--- src/sv/aamd_pkg.sv ---
// Shared types, constants and the segment table for the averaging voltmeter.
`timescale 1ns / 1ps
package aamd_pkg;

	localparam int SAMPLE_W = 12;
	localparam int SUM_W    = 20;
	localparam int COUNT_W  = 8;
	localparam int FS_W     = 14;
	localparam int SEL_W    = 3;
	localparam int DIGIT_W  = 4;
	localparam int SEG_W    = 7;
	localparam int DATA_W   = 32;
	localparam int ADDR_W   = 3;

	// The averaging divider takes the running sum over the sample count.
	localparam int NUM_W     = SUM_W;
	localparam int DEN_W     = COUNT_W;
	localparam int DIV_CNT_W = $clog2(NUM_W);

	// The scaled product keeps its low 32 bits; divided by 4095 it fits in 21 bits.
	localparam int PROD_W    = 32;
	localparam int FOLD_HI_W = PROD_W - SAMPLE_W;
	localparam int MV_W      = FOLD_HI_W + 1;
	localparam int FOLD_W    = SAMPLE_W + 1;

	// Division by ten is a multiply by ceil(2^24 / 10), exact for values below 2^22.
	localparam int RECIP_SHIFT = 24;
	localparam int RECIP_W     = 2 * MV_W;

	localparam int QUEUE_DEPTH = 2;
	localparam int QPTR_W      = (QUEUE_DEPTH > 1) ? $clog2(QUEUE_DEPTH) : 1;
	localparam int QCNT_W      = $clog2(QUEUE_DEPTH + 1);

	localparam int NUM_DIGITS = 4;
	localparam int IDX_W      = $clog2(NUM_DIGITS);

	localparam logic [COUNT_W-1:0] SPA_RESET       = 8'd237;
	localparam logic [FS_W-1:0]    FS_RESET        = 14'd3300;
	localparam logic [FOLD_W-1:0]  CODE_FULL_SCALE = 13'd4095;
	localparam logic [MV_W-1:0]    DECIMAL_BASE    = 21'd10;
	localparam logic [MV_W-1:0]    RECIP_TEN       = 21'd1677722;

	// Register indexes on the configuration port.
	localparam logic [ADDR_W-3:0] REG_SPA = 1'b0;
	localparam logic [ADDR_W-3:0] REG_FS  = 1'b1;

	typedef struct packed {
		logic [SUM_W-1:0]   sum;
		logic [COUNT_W-1:0] n;
	} blk_t;

	typedef struct packed {
		logic              full;
		logic              empty;
		logic [QCNT_W-1:0] count;
	} qstat_t;

	typedef struct packed {
		logic             start;
		logic [NUM_W-1:0] num;
		logic [DEN_W-1:0] den;
	} div_req_t;

	typedef struct packed {
		logic             done;
		logic [NUM_W-1:0] quo;
	} div_rsp_t;

	function automatic logic [SEG_W-1:0] seg_of(input logic [DIGIT_W-1:0] d);
		logic [SEG_W-1:0] s;
		case (d)
			4'h0: s = 7'h3F;
			4'h1: s = 7'h06;
			4'h2: s = 7'h5B;
			4'h3: s = 7'h4F;
			4'h4: s = 7'h66;
			4'h5: s = 7'h6D;
			4'h6: s = 7'h7D;
			4'h7: s = 7'h07;
			4'h8: s = 7'h7F;
			4'h9: s = 7'h6F;
			4'hA: s = 7'h77;
			4'hB: s = 7'h7C;
			4'hC: s = 7'h39;
			4'hD: s = 7'h5E;
			4'hE: s = 7'h79;
			4'hF: s = 7'h71;
			default: s = 7'h00;
		endcase
		return s;
	endfunction

endpackage

--- src/sv/aamd_div.sv ---
// Restoring divider for the average, one quotient bit per cycle.
`timescale 1ns / 1ps
module aamd_div
	import aamd_pkg::*;
(
	input  logic     clk,
	input  logic     arst_n,
	input  div_req_t req,
	output div_rsp_t rsp
);

	logic                 busy_q;
	logic                 done_q;
	logic [DIV_CNT_W-1:0] cnt_q;
	logic [NUM_W-1:0]     quo_q;
	logic [DEN_W-1:0]     rem_q;
	logic [DEN_W-1:0]     den_q;
	logic [DEN_W:0]       trial;
	logic [DEN_W:0]       diff;
	logic                 fits;
	logic                 last_step;

	assign trial     = {rem_q, quo_q[NUM_W-1]};
	assign diff      = trial - {1'b0, den_q};
	assign fits      = (trial >= {1'b0, den_q});
	assign last_step = (cnt_q == DIV_CNT_W'(NUM_W - 1));

	always_ff @(posedge clk or negedge arst_n) begin
		if (!arst_n) begin
			busy_q <= 1'b0;
			done_q <= 1'b0;
			cnt_q  <= '0;
		end else begin
			done_q <= !req.start && busy_q && last_step;
			if (req.start) begin
				busy_q <= 1'b1;
				cnt_q  <= '0;
			end else if (busy_q) begin
				if (last_step) begin
					busy_q <= 1'b0;
				end else begin
					cnt_q <= cnt_q + 1'b1;
				end
			end
		end
	end

	always_ff @(posedge clk) begin
		if (req.start) begin
			quo_q <= req.num;
			rem_q <= '0;
			den_q <= req.den;
		end else if (busy_q) begin
			quo_q <= {quo_q[NUM_W-2:0], fits};
			rem_q <= fits ? diff[DEN_W-1:0] : trial[DEN_W-1:0];
		end
	end

	assign rsp.done = done_q;
	assign rsp.quo  = quo_q;

endmodule

--- src/sv/aamd_queue.sv ---
// Short queue of finished sample blocks between the front and back parts.
`timescale 1ns / 1ps
module aamd_queue
	import aamd_pkg::*;
(
	input  logic   clk,
	input  logic   arst_n,
	input  logic   push,
	input  blk_t   push_data,
	input  logic   pop,
	output blk_t   pop_data,
	output qstat_t stat
);

	blk_t              mem_q [QUEUE_DEPTH];
	logic [QPTR_W-1:0] wr_ptr_q;
	logic [QPTR_W-1:0] rd_ptr_q;
	logic [QCNT_W-1:0] cnt_q;

	function automatic logic [QPTR_W-1:0] next_ptr(input logic [QPTR_W-1:0] p);
		return (p == QPTR_W'(QUEUE_DEPTH - 1)) ? '0 : p + 1'b1;
	endfunction

	always_ff @(posedge clk or negedge arst_n) begin
		if (!arst_n) begin
			wr_ptr_q <= '0;
			rd_ptr_q <= '0;
			cnt_q    <= '0;
		end else begin
			if (push) begin
				wr_ptr_q <= next_ptr(wr_ptr_q);
			end
			if (pop) begin
				rd_ptr_q <= next_ptr(rd_ptr_q);
			end
			if (push && !pop) begin
				cnt_q <= cnt_q + 1'b1;
			end else if (pop && !push) begin
				cnt_q <= cnt_q - 1'b1;
			end
		end
	end

	always_ff @(posedge clk) begin
		if (push) begin
			mem_q[wr_ptr_q] <= push_data;
		end
	end

	assign pop_data   = mem_q[rd_ptr_q];
	assign stat.full  = (cnt_q == QCNT_W'(QUEUE_DEPTH));
	assign stat.empty = (cnt_q == '0);
	assign stat.count = cnt_q;

endmodule

--- src/sv/aamd_front.sv ---
// Front part: accepts samples, keeps the running sum and closes each block.
`timescale 1ns / 1ps
module aamd_front
	import aamd_pkg::*;
(
	input  logic                clk,
	input  logic                arst_n,
	input  logic                in_valid,
	input  logic [SAMPLE_W-1:0] sample,
	output logic                in_stall,
	input  logic [COUNT_W-1:0]  samples_per_average,
	input  qstat_t              qstat,
	output logic                push,
	output blk_t                push_data
);

	logic [SUM_W-1:0]   sum_q;
	logic [COUNT_W-1:0] cnt_q;
	logic [SUM_W-1:0]   sum_next;
	logic [COUNT_W-1:0] cnt_next;
	logic [COUNT_W-1:0] n_eff;
	logic               accept;
	logic               block_end;

	// A full queue holds off every sample, whether or not it would close a block.
	assign in_stall  = qstat.full;
	assign accept    = in_valid && !in_stall;
	assign n_eff     = (samples_per_average == '0) ? COUNT_W'(1) : samples_per_average;
	assign sum_next  = sum_q + SUM_W'(sample);
	assign cnt_next  = cnt_q + 1'b1;
	// The block also ends when the count has passed a lowered setting.
	assign block_end = (cnt_next == '0) || (cnt_next >= n_eff);

	assign push           = accept && block_end;
	assign push_data.sum  = sum_next;
	assign push_data.n    = n_eff;

	always_ff @(posedge clk or negedge arst_n) begin
		if (!arst_n) begin
			sum_q <= '0;
			cnt_q <= '0;
		end else if (accept) begin
			if (block_end) begin
				sum_q <= '0;
				cnt_q <= '0;
			end else begin
				sum_q <= sum_next;
				cnt_q <= cnt_next;
			end
		end
	end

endmodule

--- src/sv/aamd_back.sv ---
// Back part: averages, scales to millivolts and sends out the four digits.
`timescale 1ns / 1ps
module aamd_back
	import aamd_pkg::*;
(
	input  logic               clk,
	input  logic               arst_n,
	input  blk_t               head,
	input  qstat_t             qstat,
	output logic               pop,
	input  logic [FS_W-1:0]    full_scale_mv,
	output div_req_t           div_req,
	input  div_rsp_t           div_rsp,
	output logic               out_valid,
	input  logic               out_stall,
	output logic [SEL_W-1:0]   digit_select,
	output logic [DIGIT_W-1:0] digit_value,
	output logic [SEG_W-1:0]   segments,
	output logic               point_on,
	output logic               last
);

	typedef enum logic [2:0] {
		ST_IDLE,
		ST_AVG,
		ST_SCALE,
		ST_FOLD,
		ST_MV,
		ST_DIGIT,
		ST_EMIT
	} state_t;

	state_t               state_q;
	logic                 div_start_q;
	logic [NUM_W-1:0]     div_num_q;
	logic [DEN_W-1:0]     div_den_q;
	logic [SUM_W-1:0]     avg_q;
	logic [PROD_W-1:0]    prod_q;
	logic [FOLD_HI_W-1:0] fold_hi_q;
	logic [MV_W-1:0]      fold_sum_q;
	logic [MV_W-1:0]      mv_q;
	logic [MV_W-1:0]      quo_q;
	logic [IDX_W-1:0]     idx_q;
	logic                 out_valid_q;
	logic [SEL_W-1:0]     digit_select_q;
	logic [DIGIT_W-1:0]   digit_value_q;
	logic [SEG_W-1:0]     segments_q;
	logic                 point_on_q;
	logic                 last_q;
	logic                 out_free;
	logic                 emit;
	logic                 last_digit;
	logic [FOLD_W-1:0]    fold_lo;
	logic                 fold_carry;
	logic [RECIP_W-1:0]   recip_prod;
	logic [MV_W-1:0]      digit_rem;
	logic [DIGIT_W-1:0]   digit;

	assign pop        = (state_q == ST_IDLE) && !qstat.empty;
	assign out_free   = !out_valid_q || !out_stall;
	assign emit       = (state_q == ST_EMIT) && out_free;
	assign last_digit = (idx_q == IDX_W'(NUM_DIGITS - 1));

	// Since 4096 = 4095 + 1, x / 4095 is the high part plus (high + low) / 4095;
	// folding twice leaves a value below twice 4095, settled by one compare.
	assign fold_lo    = FOLD_W'(fold_sum_q[MV_W-1:SAMPLE_W]) +
		FOLD_W'(fold_sum_q[SAMPLE_W-1:0]);
	assign fold_carry = (fold_lo >= CODE_FULL_SCALE);

	// Quotient by ten from the reciprocal, remainder by subtracting ten times it.
	assign recip_prod = RECIP_W'(mv_q) * RECIP_W'(RECIP_TEN);
	assign digit_rem  = mv_q - quo_q * DECIMAL_BASE;
	assign digit      = digit_rem[DIGIT_W-1:0];

	always_ff @(posedge clk or negedge arst_n) begin
		if (!arst_n) begin
			state_q        <= ST_IDLE;
			div_start_q    <= 1'b0;
			div_num_q      <= '0;
			div_den_q      <= '0;
			avg_q          <= '0;
			prod_q         <= '0;
			fold_hi_q      <= '0;
			fold_sum_q     <= '0;
			mv_q           <= '0;
			quo_q          <= '0;
			idx_q          <= '0;
			out_valid_q    <= 1'b0;
			digit_select_q <= '0;
			digit_value_q  <= '0;
			segments_q     <= '0;
			point_on_q     <= 1'b0;
			last_q         <= 1'b0;
		end else begin
			div_start_q <= pop;
			out_valid_q <= emit || (out_valid_q && out_stall);
			case (state_q)
				ST_IDLE: begin
					if (!qstat.empty) begin
						div_num_q <= head.sum;
						div_den_q <= head.n;
						state_q   <= ST_AVG;
					end
				end
				ST_AVG: begin
					if (div_rsp.done) begin
						avg_q   <= div_rsp.quo;
						state_q <= ST_SCALE;
					end
				end
				ST_SCALE: begin
					prod_q  <= PROD_W'(avg_q) * PROD_W'(full_scale_mv);
					state_q <= ST_FOLD;
				end
				ST_FOLD: begin
					fold_hi_q  <= prod_q[PROD_W-1:SAMPLE_W];
					fold_sum_q <= MV_W'(prod_q[PROD_W-1:SAMPLE_W]) +
						MV_W'(prod_q[SAMPLE_W-1:0]);
					state_q    <= ST_MV;
				end
				ST_MV: begin
					mv_q    <= MV_W'(fold_hi_q) + MV_W'(fold_sum_q[MV_W-1:SAMPLE_W]) +
						MV_W'(fold_carry);
					idx_q   <= '0;
					state_q <= ST_DIGIT;
				end
				ST_DIGIT: begin
					quo_q   <= MV_W'(recip_prod[RECIP_W-1:RECIP_SHIFT]);
					state_q <= ST_EMIT;
				end
				ST_EMIT: begin
					if (out_free) begin
						digit_select_q <= SEL_W'(NUM_DIGITS) - SEL_W'(idx_q);
						digit_value_q  <= digit;
						segments_q     <= seg_of(digit);
						point_on_q     <= last_digit;
						last_q         <= last_digit;
						if (last_digit) begin
							state_q <= ST_IDLE;
						end else begin
							idx_q   <= idx_q + 1'b1;
							mv_q    <= quo_q;
							state_q <= ST_DIGIT;
						end
					end
				end
				default: begin
					state_q <= ST_IDLE;
				end
			endcase
		end
	end

	assign div_req.start = div_start_q;
	assign div_req.num   = div_num_q;
	assign div_req.den   = div_den_q;

	assign out_valid    = out_valid_q;
	assign digit_select = digit_select_q;
	assign digit_value  = digit_value_q;
	assign segments     = segments_q;
	assign point_on     = point_on_q;
	assign last         = last_q;

endmodule

--- src/sv/adc_average_millivolt_display.sv ---
// Top level of the averaging voltmeter with a four-digit seven-segment readout.
//
// Samples arrive as requests on the in_valid / in_stall channel, one 12-bit code
// each. The front part can take one request every cycle; it adds each sample to a
// running sum and, once samples_per_average samples are in, hands the sum to a
// two-entry queue. While that queue is full, in_stall is high.
// The back part pops a block and divides the sum by the count in a serial divider.
// It then scales the average by full scale over 4095 with a multiply and two
// folds of the 12-bit halves, and peels off each decimal digit by a multiply
// with the reciprocal of ten. Each further digit is offered only after the one
// before it is taken. The back part holds one block at a time until it has issued
// its thousands digit, which bounds the sustained rate when every sample closes a
// block; with longer blocks the sample rate sets it.
// Four result requests leave on out_valid / out_stall: units, tens, hundreds,
// thousands, with last and point_on set on the thousands digit. A result sits in
// the output register until the receiver drops out_stall; the back part then
// waits, the queue fills and the stall reaches the input side.
// Reset clears the running sum and count, the queue and all control state, and
// loads 237 samples per average and a 3300 mV full scale.
`timescale 1ns / 1ps
module adc_average_millivolt_display
	import aamd_pkg::*;
(
	input  logic                clk,
	input  logic                arst_n,
	input  logic                psel,
	input  logic                penable,
	input  logic                pwrite,
	input  logic [ADDR_W-1:0]   paddr,
	input  logic [DATA_W-1:0]   pwdata,
	output logic [DATA_W-1:0]   prdata,
	output logic                pready,
	input  logic                in_valid,
	output logic                in_stall,
	input  logic [SAMPLE_W-1:0] sample,
	output logic                out_valid,
	input  logic                out_stall,
	output logic [SEL_W-1:0]    digit_select,
	output logic [DIGIT_W-1:0]  digit_value,
	output logic [SEG_W-1:0]    segments,
	output logic                point_on,
	output logic                last
);

	logic [COUNT_W-1:0]  spa_q;
	logic [FS_W-1:0]     fs_q;
	logic [ADDR_W-3:0]   reg_idx;
	logic                cfg_write;
	logic                push;
	logic                pop;
	blk_t                push_data;
	blk_t                head;
	qstat_t              qstat;
	div_req_t            div_req;
	div_rsp_t            div_rsp;

	// Registers sit at word addresses, so the low two address bits are ignored.
	assign reg_idx   = paddr[ADDR_W-1:2];
	assign cfg_write = psel && penable && pwrite;
	assign pready    = 1'b1;

	always_ff @(posedge clk or negedge arst_n) begin
		if (!arst_n) begin
			spa_q <= SPA_RESET;
			fs_q  <= FS_RESET;
		end else if (cfg_write) begin
			case (reg_idx)
				REG_SPA: spa_q <= pwdata[COUNT_W-1:0];
				REG_FS:  fs_q  <= pwdata[FS_W-1:0];
				default: begin
				end
			endcase
		end
	end

	always_comb begin
		case (reg_idx)
			REG_SPA: prdata = DATA_W'(spa_q);
			REG_FS:  prdata = DATA_W'(fs_q);
			default: prdata = '0;
		endcase
	end

	aamd_front u_front (
		.clk                 (clk),
		.arst_n              (arst_n),
		.in_valid            (in_valid),
		.sample              (sample),
		.in_stall            (in_stall),
		.samples_per_average (spa_q),
		.qstat               (qstat),
		.push                (push),
		.push_data           (push_data)
	);

	aamd_queue u_queue (
		.clk       (clk),
		.arst_n    (arst_n),
		.push      (push),
		.push_data (push_data),
		.pop       (pop),
		.pop_data  (head),
		.stat      (qstat)
	);

	aamd_div u_div (
		.clk    (clk),
		.arst_n (arst_n),
		.req    (div_req),
		.rsp    (div_rsp)
	);

	// Live full scale; user changes it only with no block in flight, unchecked.
	aamd_back u_back (
		.clk           (clk),
		.arst_n        (arst_n),
		.head          (head),
		.qstat         (qstat),
		.pop           (pop),
		.full_scale_mv (fs_q),
		.div_req       (div_req),
		.div_rsp       (div_rsp),
		.out_valid     (out_valid),
		.out_stall     (out_stall),
		.digit_select  (digit_select),
		.digit_value   (digit_value),
		.segments      (segments),
		.point_on      (point_on),
		.last          (last)
	);

`ifndef SYNTHESIS
	a_digit_decimal: assert property (@(posedge clk) disable iff (!arst_n)
		out_valid |-> (digit_value <= DIGIT_W'(9)))
		else $error("digit out of decimal range");

	a_last_on_thousands: assert property (@(posedge clk) disable iff (!arst_n)
		out_valid |-> (last == (digit_select == SEL_W'(1))))
		else $error("last flag not on the thousands digit");

	a_queue_bound: assert property (@(posedge clk) disable iff (!arst_n)
		(qstat.count <= QCNT_W'(QUEUE_DEPTH)) && !(push && qstat.full))
		else $error("block queue overflow");
`endif

endmodule
--- config.mk ---
export PLATFORM = sky130hd
export DESIGN_NAME = adc_average_millivolt_display
export DESIGN_NICKNAME = d
export VERILOG_FILES = /design/src/sv/aamd_pkg.sv /design/src/sv/aamd_div.sv /design/src/sv/aamd_queue.sv /design/src/sv/aamd_front.sv /design/src/sv/aamd_back.sv /design/src/sv/adc_average_millivolt_display.sv
export SDC_FILE = /design/constraint.sdc
export NUM_CORES = 2
export LEC_CHECK = 0
export ABC_AREA = 1
export BUFFER_PORTS_ARGS = -buffer_cell sky130_fd_sc_hd__buf_2
export CORE_MARGIN = 3
export CORE_UTILIZATION = 40
export CTS_BUF_LIST = sky130_fd_sc_hd__clkbuf_4 sky130_fd_sc_hd__clkbuf_8
export CTS_CLUSTER_SIZE = 8
export DETAILED_ROUTE_END_ITERATION = 10
export HOLD_SLACK_MARGIN = 0.12
export PLACE_DENSITY = 0.63
export SETUP_SLACK_MARGIN = 0.05
export SLEW_MARGIN = 20
export SYNTH_ARGS = -nofsm -noshare
export SYNTH_HDL_FRONTEND = slang
export SYNTH_SLANG_ARGS = --single-unit
--- constraint.sdc ---
create_clock -name clk -period 12.28 [get_ports clk]
set_clock_uncertainty 0.1 [all_clocks]
set_input_delay 0.614 -clock clk [delete_from_list [all_inputs] [get_ports clk]]
set_output_delay 0.614 -clock clk [all_outputs]
set_load 0.01 [all_outputs]
==> summary.md <==
| Metric | Value |
|---|---|
| Drt wl/cell | `~16 um` |
| Die Area | `88700 sq um` |
| Largest net degree at the start of global routing | `136` |
| Post_cts resized | `0` |
| GRT Overall Usage | `approximately a fifth` |
| Synth Area per Inst | `8.14 sq um` |
| Arrival time at the worst endpoint | `approximately 6.6 ns` |
| RR Endpoint | `u_back.prod_q[23]$_DFFE_PN0P_` |
| FMAX | `about 160 MHz` |
| Reg-to-reg startpoint | `fs_q[4]$_DFFE_PN0P_` |
| Cell mode on critical path | `fa_1` |
| Register area share after synthesis | `about a quarter` |
| Number of synthesized flops with an enable pin | `84` |
| Startpoint Class | `flop` |
| Fin. Hold Viols | `0` |
| Worst endpoint required time | `12.69 ns` |
| Final nets | `roughly 5000` |
| Drt pass-1 iters | `5` |
| CP cell instances | `nand2_1 > fa_1 > inv_1 > fa_1 > fa_1 > fa_1 > fa_1 > inv_1 > fa_1 > inv_1 > ha_1 > nand2_1 > nor2_1 > inv_1 > nor2_1 > nand3_1 > o211ai_1 > nand2_1 > nand3_1 > nand2_1` |
| Final setup fails | `0` |
| Cts hold-fix bufs | `15` |
| Total Wirelength | `~85 mm` |
| Hold crit path type | `input pin to flop` |
| Clock sinks | `around 340` |
| Cell with the largest stage delay on the worst path | `dfrtp_1` |
| Worst Path Max Fanout | `22` |
| Status | `complete, no violations` |
| Fillcell total | `between 8000 and 9000` |
| Crit path from | `fs_q[4]$_DFFE_PN0P_` |
| Crit-path max cell delay | `between 0.9 and 1 ns` |
| Final count of pins violating max slew | `0` |
| Htree depth | `2` |
| Max Cap Viol | `0` |
| R2R cell count | `20` |
| CTS tree | `done` |
| Vias | `roughly 26000` |
| Unrepaired setup endpoints after global routing | `false` |
| I/O pin cnt | `roughly 110` |
| First-pass GRT wire length | `around 140 mm` |
| Post-Syn Instances | `4184` |
| Crit end category | `flop` |
| Vias in the first global route | `26500` |
| Yosys warnings | `0` |
| Core Area | `84100 sq um` |
| Routed Antenna Nets | `0` |
| Final Cycle Share | `between 50% and 60%` |
| Clock buffer depth | `3` |
| Worst rel slew slack | `34.6%` |
| Placed Instance Area | `35400 sq um` |
| R2R setup slack | `6.07 ns` |
| Worst-Skew Late Latency | `~0.66 ns` |
| Area grow syn2layout | `8.49%` |
| CP endpoint | `u_back.prod_q[23]$_DFFE_PN0P_` |
| Die width | `approximately 300 um` |
| Synthesized cell area | `around 34000 sq um` |
| Die H | `slightly below 300 um` |
| DRC | `0` |
| Least-Margin Pin Slew | `~0.98 ns` |
| PortBufs | `65` |
| Asr flop ratio synth | `between 70 and 80%` |
| Minimum clock period | `just over 6 ns` |
| RePlAce Congestion | `0.934` |
| Fraction of layout cells with a size suffix above 1 | `roughly 5.4%` |
| # Post-CTS Setup Buffers | `0` |
| Clk pin slew, worst setup/hold paths | `approximately 0.060 ns` |
| Synthesized flop and latch total | `335` |
| Initial antenna violation count | `2` |
| CTS root buffer | `clkbuf_8` |
| Num CTS Buffers | `58` |
| Main synth FF type | `dfrtp_1` |
| GRT overflow | `0` |
| Post-DR vias/cell | `slightly below 5` |
| TNS Setup | `0 ns` |
| Kind of critical path | `flop to flop` |
| Finished Cell Area | `around 37000 sq um` |
| DP Wirelength | `67.7 mm` |
| Rows | `~110` |
| Number of DRC violations after detailed-routing iteration 0 | `1433` |
| Netlist cell types | `53` |
| Starting Density | `just over 40%` |
[worst max-delay path, delay by kind of cell (launching register included)]
| kind | cells | cell delay, ns |
|---|---|---|
| adders and majority gates | 7 | 3.50 |
| and+or+nand+nor | 8 | 1.08 |
| DFF | 1 | 0.94 |
| buffers and inverters | 4 | 0.23 |
| AOI/OAI and AO/OA | 1 | 0.20 |
[per-layer routing]
metal / vias up / share of wire [%] / wire, um / track usage, %
li1: 13000 / - / - / -
met1: 12500 / 44 / 37300 / 25.5
met2: 545 / 48 / 40700 / 33.1
met3: 112 / 5.3 / 4500 / 3.33
met4: 0 / 2.7 / 2320 / 5.53
met5: - / 0 / 0 / 0
[Yosys cell counts (32+ instances only)]
cell type / number / area (sq um)
dfrtp_1: 231 / 5780
o21ai_0: 208 / 1040
ha_1: 363 / 4540
a21oi_1: 149 / 746
clkbuf_1: 98 / 368
nand2_1: 1071 / 4020
xnor2_1: 32 / 280
fa_1: 364 / 7290
edfxtp_1: 84 / 2520
nand3_1: 122 / 611
nand4_1: 36 / 225
inv_1: 883 / 3310
xor2_1: 38 / 333
nor2_1: 262 / 983
[flip-flops by register name, summed over array words and instances, names as in the netlist, 4 cells and up]
| signal | count |
|---|---|
| fs_q | 14 |
| spa_q | 8 |
| u_back.avg_q | 20 |
| u_back.digit_value | 4 |
| u_back.div_den_q | 8 |
| u_back.div_num_q | 20 |
| u_back.fold_hi_q | 20 |
| u_back.fold_sum_q | 21 |
| u_back.mv_q | 21 |
| u_back.prod_q | 32 |
| u_back.quo_q | 18 |
| u_back.segments | 7 |
| u_div.cnt_q | 5 |
| u_div.den_q | 8 |
| u_div.quo_q | 20 |
| u_div.rem_q | 8 |
| u_front.cnt_q | 8 |
| u_front.sum_q | 20 |
| u_queue.mem_q | 56 |
[placed cells by master, fill, tap and decap left out, types with 32 or more instances in the layout]
cell / instances
nand2_1: 1071
inv_1: 883
fa_1: 364
ha_1: 363
nor2_1: 260
dfrtp_1: 231
o21ai_0: 207
a21oi_1: 149
nand3_1: 122
edfxtp_1: 84
clkbuf_8: 71
buf_2: 64
xor2_1: 38
nand4_1: 36
xnor2_1: 32
[cell families after synthesis]
kind of cell	share of synthesized area [%]
flip-flops	25.8
adder cells (fa/ha/maj)	34.7
other	0.0220
buffers and inverters	11.6
XOR/XNOR	1.80
AND/OR/NAND/NOR	18.4
multiplexers	0.198
AO/OA/AOI/OAI	7.58
[area by class of cell]
type	instances	area [sq um]	area share (%)
Clock buffer	91	1130	3.05
Antenna cell	1	2.50	0.00677
Clock inverter	17	244	0.660
Multi-Input combinational cell	2845	21400	58.0
Tap cell	1134	1420	3.84
Sequential cell	335	8780	23.7
Timing Repair Buffer	96	618	1.67
Inverter	888	3330	9.02
[per-stage QoR]
step	hold WS, ns	setup slack [ns]	instances	util, %
final	0.281	6.07	5407	44.0
after CTS	0.217	6.04	5406	44.0
after global routing	0.235	5.66	5407	44.0
after global placement	0.341	6.11	5283	42.1
after floorplan	0.218	6.72	4201	-
after detailed placement	0.340	6.10	5283	42.1
[how the worst min path moves through the flow]
stage                                               start                             to  slack [ns]  cells past startpoint
final                                           sample[0]  u_queue.mem_q[1][8]$_DFFE_PP_        0.28                      2
after global routing                            sample[0]  u_queue.mem_q[1][8]$_DFFE_PP_        0.23                      2
after CTS                                       sample[0]  u_queue.mem_q[1][8]$_DFFE_PP_        0.22                      2
after detailed placement  u_back.div_den_q[5]$_DFFE_PN0P_       u_div.den_q[5]$_DFFE_PP_        0.34                      0
after global placement    u_back.div_den_q[5]$_DFFE_PN0P_       u_div.den_q[5]$_DFFE_PP_        0.34                      0
after floorplan                                    arst_n            fs_q[0]$_DFFE_PN0P_        0.22                      0
Power is left out: the tool's default activity adds up to more than one toggle a clock period on the data nets, which glitch-free logic cannot reach.
